<file path="src/rtl/core/irs_pkg.sv">
package irs_pkg;

   localparam int CORDIC_W   = 34;
   localparam int SQRT_W     = 61;
   localparam int SQRT_STEPS = 31;
   localparam int CSR_IDX_W  = 3;
   localparam int CSR_DATA_W = 31;

   localparam logic signed [CORDIC_W-1:0] CORDIC_GAIN_Q30 = 34'sd652032874;
   localparam logic signed [CORDIC_W-1:0] Q30_POS = 34'sh0_4000_0000;
   localparam logic signed [CORDIC_W-1:0] Q30_NEG = -34'sh0_4000_0000;

   localparam logic [31:0] ATAN_TURNS [32] = '{
      32'h20000000, 32'h12E4051D, 32'h09FB385B, 32'h051111D4, 32'h028B0D43,
      32'h0145D7E1, 32'h00A2F61E, 32'h00517C55, 32'h0028BE53, 32'h00145F2E,
      32'h000A2F98, 32'h000517CC, 32'h00028BE6, 32'h000145F3, 32'h0000A2F9,
      32'h0000517C, 32'h000028BE, 32'h0000145F, 32'h00000A2F, 32'h00000517,
      32'h0000028B, 32'h00000145, 32'h000000A2, 32'h00000051, 32'h00000028,
      32'h00000014, 32'h0000000A, 32'h00000005, 32'h00000002, 32'h00000001,
      32'h00000000, 32'h00000000
   };

   localparam logic [CSR_IDX_W-1:0] REG_BOUNDING_RADIUS = 3'd0;
   localparam logic [CSR_IDX_W-1:0] REG_ORIGIN_X        = 3'd1;
   localparam logic [CSR_IDX_W-1:0] REG_ORIGIN_Y        = 3'd2;
   localparam logic [CSR_IDX_W-1:0] REG_ORIGIN_Z        = 3'd3;
   localparam logic [CSR_IDX_W-1:0] REG_THRESH_FIRST    = 3'd4;
   localparam logic [CSR_IDX_W-1:0] REG_THRESH_SECOND   = 3'd5;

   localparam logic [1:0] LINE_FIRST  = 2'd0;
   localparam logic [1:0] LINE_SECOND = 2'd1;
   localparam logic [1:0] LINE_THIRD  = 2'd2;

   localparam logic [1:0] QUAD_SECOND = 2'd1;
   localparam logic [1:0] QUAD_THIRD  = 2'd2;
   localparam logic [1:0] QUAD_FOURTH = 2'd3;

   typedef struct packed {
      logic signed [CORDIC_W-1:0] x;
      logic signed [CORDIC_W-1:0] y;
      logic signed [CORDIC_W-1:0] z;
   } cordic_type;

   typedef struct packed {
      logic [SQRT_W-1:0] v;
      logic [SQRT_W-1:0] r;
   } sqrt_type;

   typedef struct packed {
      logic signed [31:0] cos_v;
      logic signed [31:0] sin_v;
   } trig_type;

   typedef struct packed {
      cordic_type         dis;
      cordic_type         azi;
      logic [1:0]         dis_quad;
      logic [1:0]         azi_quad;
      sqrt_type           rad;
      sqrt_type           pol;
      logic signed [31:0] cos_t;
      logic [31:0]        line_frac;
   } cell_type;

   typedef struct packed {
      logic [29:0]        radius;
      logic signed [30:0] origin_x;
      logic signed [30:0] origin_y;
      logic signed [30:0] origin_z;
      logic [23:0]        thresh_first;
      logic [23:0]        thresh_second;
   } cfg_type;

   typedef struct packed {
      logic signed [31:0] pos_x;
      logic signed [31:0] pos_y;
      logic signed [31:0] pos_z;
      logic signed [15:0] dir_x;
      logic signed [15:0] dir_y;
      logic signed [15:0] dir_z;
      logic [1:0]         line_index;
      logic [10:0]        energy_kev;
   } result_type;

   function automatic cordic_type cordic_step(input cordic_type c, input int shift,
                                              input logic [31:0] angle);
      cordic_type n;
      if (!c.z[CORDIC_W-1]) begin
         n.x = c.x - (c.y >>> shift);
         n.y = c.y + (c.x >>> shift);
         n.z = c.z - CORDIC_W'(angle);
      end else begin
         n.x = c.x + (c.y >>> shift);
         n.y = c.y - (c.x >>> shift);
         n.z = c.z + CORDIC_W'(angle);
      end
      return n;
   endfunction

   function automatic sqrt_type sqrt_step(input sqrt_type s, input logic [SQRT_W-1:0] b);
      sqrt_type          n;
      logic [SQRT_W-1:0] t;
      t = s.r + b;
      if (s.v >= t) begin
         n.v = s.v - t;
         n.r = (s.r >> 1) + b;
      end else begin
         n.v = s.v;
         n.r = s.r >> 1;
      end
      return n;
   endfunction

   function automatic logic signed [31:0] clamp_q30(input logic signed [CORDIC_W-1:0] v);
      logic signed [CORDIC_W-1:0] c;
      c = (v > Q30_POS) ? Q30_POS : ((v < Q30_NEG) ? Q30_NEG : v);
      return 32'(c);
   endfunction

   function automatic trig_type cordic_fold(input cordic_type c, input logic [1:0] quad);
      trig_type           t;
      logic signed [31:0] x;
      logic signed [31:0] y;
      x = clamp_q30(c.x);
      y = clamp_q30(c.y);
      case (quad)
         QUAD_SECOND: begin t.cos_v = -y; t.sin_v = x;  end
         QUAD_THIRD:  begin t.cos_v = -x; t.sin_v = -y; end
         QUAD_FOURTH: begin t.cos_v = y;  t.sin_v = -x; end
         default:     begin t.cos_v = x;  t.sin_v = y;  end
      endcase
      return t;
   endfunction

   function automatic logic signed [63:0] round30(input logic signed [63:0] v);
      return (v + 64'sh2000_0000) >>> 30;
   endfunction

   function automatic logic signed [31:0] sat32(input logic signed [63:0] v);
      logic signed [63:0] c;
      c = (v > 64'sh7FFF_FFFF) ? 64'sh7FFF_FFFF :
          ((v < -64'sh8000_0000) ? -64'sh8000_0000 : v);
      return 32'(c);
   endfunction

   function automatic logic signed [15:0] clamp_dir(input logic signed [63:0] v);
      logic signed [63:0] c;
      c = (v > 64'sd32767) ? 64'sd32767 : ((v < -64'sd32767) ? -64'sd32767 : v);
      return 16'(c);
   endfunction

   // Q60 product to Q1.15, negated
   function automatic logic signed [15:0] dir_q15(input logic signed [63:0] prod);
      return clamp_dir((-prod + 64'sh0000_1000_0000_0000) >>> 45);
   endfunction

   function automatic logic [10:0] energy_of(input logic [1:0] line);
      logic [10:0] e;
      case (line)
         LINE_FIRST:  e = 11'd159;
         LINE_SECOND: e = 11'd460;
         default:     e = 11'd1460;
      endcase
      return e;
   endfunction

endpackage

</file>
<file path="src/rtl/core/irs_cell.sv">
module irs_cell import irs_pkg::*; #(
   parameter int STEP          = 0,
   parameter int CORDIC_STAGES = 20
) (
   input  logic     clock,
   input  logic     reset,
   input  logic     in_valid,
   output logic     in_ready,
   input  cell_type in_data,
   output logic     out_valid,
   input  logic     out_ready,
   output cell_type out_data
);

   localparam logic [4:0] AtanIdx   = 5'(STEP);
   localparam int         SqrtShift = (STEP < SQRT_STEPS) ? 2 * (SQRT_STEPS - 1 - STEP) : 0;
   localparam logic [SQRT_W-1:0] SqrtBit = SQRT_W'(1) << SqrtShift;

   logic     valid_ff, valid_in;
   cell_type data_ff, data_in;

   assign in_ready = !valid_ff || out_ready;
   assign valid_in = in_ready ? in_valid : valid_ff;

   always_comb begin
      data_in = in_data;
      if (STEP < CORDIC_STAGES) begin
         data_in.dis = cordic_step(in_data.dis, STEP, ATAN_TURNS[AtanIdx]);
         data_in.azi = cordic_step(in_data.azi, STEP, ATAN_TURNS[AtanIdx]);
      end
      if (STEP < SQRT_STEPS) begin
         data_in.rad = sqrt_step(in_data.rad, SqrtBit);
         data_in.pol = sqrt_step(in_data.pol, SqrtBit);
      end
   end

   always_ff @(posedge clock) begin
      if (reset) begin
         valid_ff <= 1'b0;
      end else begin
         valid_ff <= valid_in;
      end
   end

   always_ff @(posedge clock) begin
      if (in_valid && in_ready) begin
         data_ff <= data_in;
      end
   end

   assign out_valid = valid_ff;
   assign out_data  = data_ff;

endmodule

</file>
<file path="config.mk">
export PLATFORM = sky130hd
export DESIGN_NAME = irs_cell
export DESIGN_NICKNAME = d
export VERILOG_FILES = /design/src/rtl/core/irs_pkg.sv /design/src/rtl/core/irs_cell.sv
export SDC_FILE = /design/constraint.sdc
export NUM_CORES = 1
export LEC_CHECK = 0
export BUFFER_PORTS_ARGS = -buffer_cell sky130_fd_sc_hd__buf_2
export CORE_AREA = 2 2 403 405
export DETAILED_ROUTE_END_ITERATION = 10
export DIE_AREA = 0 0 405 407
export PLACE_DENSITY = 0.4
export SLEW_MARGIN = 40
export SYNTH_ARGS = -nofsm -noshare
export SYNTH_HDL_FRONTEND = slang
export SYNTH_SLANG_ARGS = --single-unit
</file>
<file path="constraint.sdc">
create_clock -name clock -period 13.73 [get_ports clock]
set_input_delay 2.0595 -clock clock [delete_from_list [all_inputs] [get_ports clock]]
set_output_delay 2.0595 -clock clock [all_outputs]
set_load 0.05 [all_outputs]
</file>
==> results.sh <==
export IMPL_status="complete, no violations"
export IMPL_io_buffers=1037
export IMPL_leakage_nw=19.85
export IMPL_top_layer="met5"
export IMPL_viasPerCell=4.659
export IMPL_rsz0062_at_grt="false"
export IMPL_drv_slew=0
export IMPL_total_power_mw=5.806
export IMPL_clk_path_buf_depth=3
export IMPL_yosys_area_top_type="edfxtp_1"
export IMPL_pin_count=1038
export IMPL_hpwl_um=142800
export IMPL_max_stage_delay_ns=0.60
export IMPL_worstSetupStartpointType="primary input"
export IMPL_end_kind="flip-flop"
export IMPL_placed_area_mm2=0.04294
export IMPL_crit_top_cell="inv_1"
export IMPL_dp_slack_ns=6.443
export IMPL_htreeDepth=3
export IMPL_cts_tree="yes"
export IMPL_fmax_mhz=165.3
export IMPL_nets=5524
export IMPL_drive_above_1_share_pct=25.42
export IMPL_wl_met2_um=83550
export IMPL_antenna_found_initial=91
export IMPL_yosysSeqAreaShare_pct=43.53
export IMPL_crit_fanout=74
export IMPL_synthesis_area_mm2=0.03550
export IMPL_initial_utilization_pct=22.16
export IMPL_die_area_mm2=0.1648
export IMPL_clock_sinks=515
export IMPL_synth_area_top_cells="edfxtp_1 (43%), ha_1 (11%), a21oi_1 (6.1%)"
export IMPL_syn_inst=3682
export IMPL_ys_types=86
export IMPL_syn_avg_cell_area_um2=9.642
export IMPL_hold_class="reg -> reg"
export IMPL_clk_pin_slew_worst_paths_ns=0.06
export IMPL_finalSetupViolations=0
export IMPL_vias=32190
export IMPL_holdWs_ns=0.5527
export IMPL_fin_crit_ns=6.048
export IMPL_place_congestion=0.9030
export IMPL_synth_edf_count=514
export IMPL_worstSetupPathType="in -> reg"
export IMPL_hold_viol=0
export IMPL_rows=147
export IMPL_cts_buffers=71
export IMPL_n_fill_cell=17360
export IMPL_cts_root_buf="clkbuf_16"
export IMPL_fin_setup_tns_ns=0
export IMPL_grt_pass1_wl_um=235100
export IMPL_drv_cap=0
export IMPL_grt_max_degree=119
export IMPL_grt_total_usage_pct=19.92
export IMPL_core_area_mm2=0.1602
export IMPL_synth_top_cell_area_share_pct=43.48
export IMPL_syn_nets=4538
export IMPL_wl_met3_um=13740
export IMPL_ys_ff_latch=515
export IMPL_placed_cells=6753
export IMPL_clk_latency_ns=0.68
export IMPL_wl_per_cell_um=24.98
export IMPL_die_h_um=407
export IMPL_postCtsHoldBufs=0
export IMPL_pwr_density_cell_mw_per_mm2=127.8
export IMPL_wl_met1_um=69140
export IMPL_relSlewSlack_pct=34.40
export IMPL_area_delta_synth_final_pct=27.96
export IMPL_crit_slowest_cell="o21ai_0"
export IMPL_peakVddDrop_mv=0.1092
export IMPL_crit_arrival_ns=6.49
export IMPL_postCtsSetupBuffers=0
export IMPL_min_period_over_period_pct=44.05
export IMPL_grt_pass1_vias=31470
export IMPL_final_design_area_no_fill_mm2=0.04542
export IMPL_post_cts_resized=0
export IMPL_route_final_wire_length_um=172600
export IMPL_ant_nets=0
export IMPL_drc=0
export IMPL_layoutNonFillerInstCount=6909
export IMPL_finish_utilization_pct=28.36
export IMPL_required_ns=14.17
export IMPL_grt_overflow=0
export IMPL_path_cells="buf_2, inv_1, ha_1, nand2_1, o21ai_0, inv_1, a21oi_1, o21ai_1, o41ai_2, a221oi_1, a21o_1, o31ai_4, buf_4, buf_6, mux2_1"
export IMPL_drt_iter0_markers=2227
export IMPL_firstDrtPassIters=5
export IMPL_ys_flop_type="edfxtp_1"
export IMPL_synthArstFlopShare_pct=0
export IMPL_worstMarginPinSlew_ns=0.9713
export IMPL_die_w_um=405
export IMPL_skew_ns=0.02070
export IMPL_yosys_warnings=0
export IMPL_finalWorstSetupSlack_ns=7.682
==> path summary, 6_finish.rpt <==
kind	to	slack (ns)	start	depth (start not counted)
setup / recovery	out_data[135]	7.68	in_data[72]	15
hold / removal	out_valid	0.55	out_valid	2
setup reg to reg	out_data[246]	11.27	out_valid	4
hold reg to reg	out_valid	0.55	out_valid	2
==> power by group <==
group | leakage (nW) | switching, mW | internal [mW] | total (mW)
sequential | 4.98 | 0.0551 | 1.94 | 1.99
combinational | 13.7 | 1.36 | 0.531 | 1.89
clock | 1.14 | 0.850 | 1.07 | 1.92
==> area by class of cell <==
cell class                      count  area (µm²)  area share, %
Tap cell                         2160        2703          5.950
Antenna cell                       24       60.06         0.1322
Sequential cell                   515       15450          34.02
Inverter                          372        1396          3.074
Timing Repair Buffer             1058        5406          11.90
Clock inverter                     51       570.5          1.256
Multi-Input combinational cell   2650       18030          39.69
Clock buffer                       79        1807          3.977
==> synth_stat cells, types with 30 or more instances <==
cell type    n
nor2b_1     35
o21ai_1     42
nand2b_1    36
nor3_1      53
a21oi_1    435
clkbuf_1   102
nand3_1     50
inv_1      362
nand2_1    248
o21ai_0    200
o21bai_1    66
edfxtp_1   514
nand4_1     42
o31ai_1     30
a21o_1     104
a31oi_1     31
xnor2_1    179
nor2_1     306
o21a_1      30
ha_1       326
xor2_1      64
==> cell families after synthesis <==
family	after synthesis	synth area share [%]
AO/OA/AOI/OAI	1142	19.96
XOR/XNOR	243	5.995
adder cells (fa/ha/maj)	336	12.05
buffers and inverters	517	5.717
flip-flops	515	43.53
multiplexers	42	1.234
AND/OR/NAND/NOR	887	11.50
==> registers in the layout (all words and copies together), names as in the netlist <==
| register | count |
|---|---|
| out_data | 514 |
| out_valid | 1 |
==> cells in the final DEF (no fill, tap or decap), types with 64 or more instances in the layout <==
cell	n
o21bai_1	66
a21o_1	104
nor2_1	306
edfxtp_1	514
a21oi_1	435
xor2_1	64
clkbuf_16	71
ha_1	326
buf_2	1037
nand2_1	248
xnor2_1	179
inv_1	362
o21ai_0	200
==> critical path, delay by kind of cell <==
family / cells / cell delay (ns)
buffers and inverters: 5 / 1.03
adders and majority gates: 1 / 0.39
and+or+nand+nor: 1 / 0.07
AOI/OAI and AO/OA: 7 / 2.44
muxes: 1 / 0.38
==> metal layers <==
| metal | up-vias | track usage [%] |
|---|---|---|
| met3 | 269 | 6.285 |
| met2 | 1090 | 34.12 |
| met5 | - | 0 |
| li1 | 15270 | - |
| met4 | 60 | 6.356 |
| met1 | 15500 | 23.58 |
(Power assumes the default switching activity.)
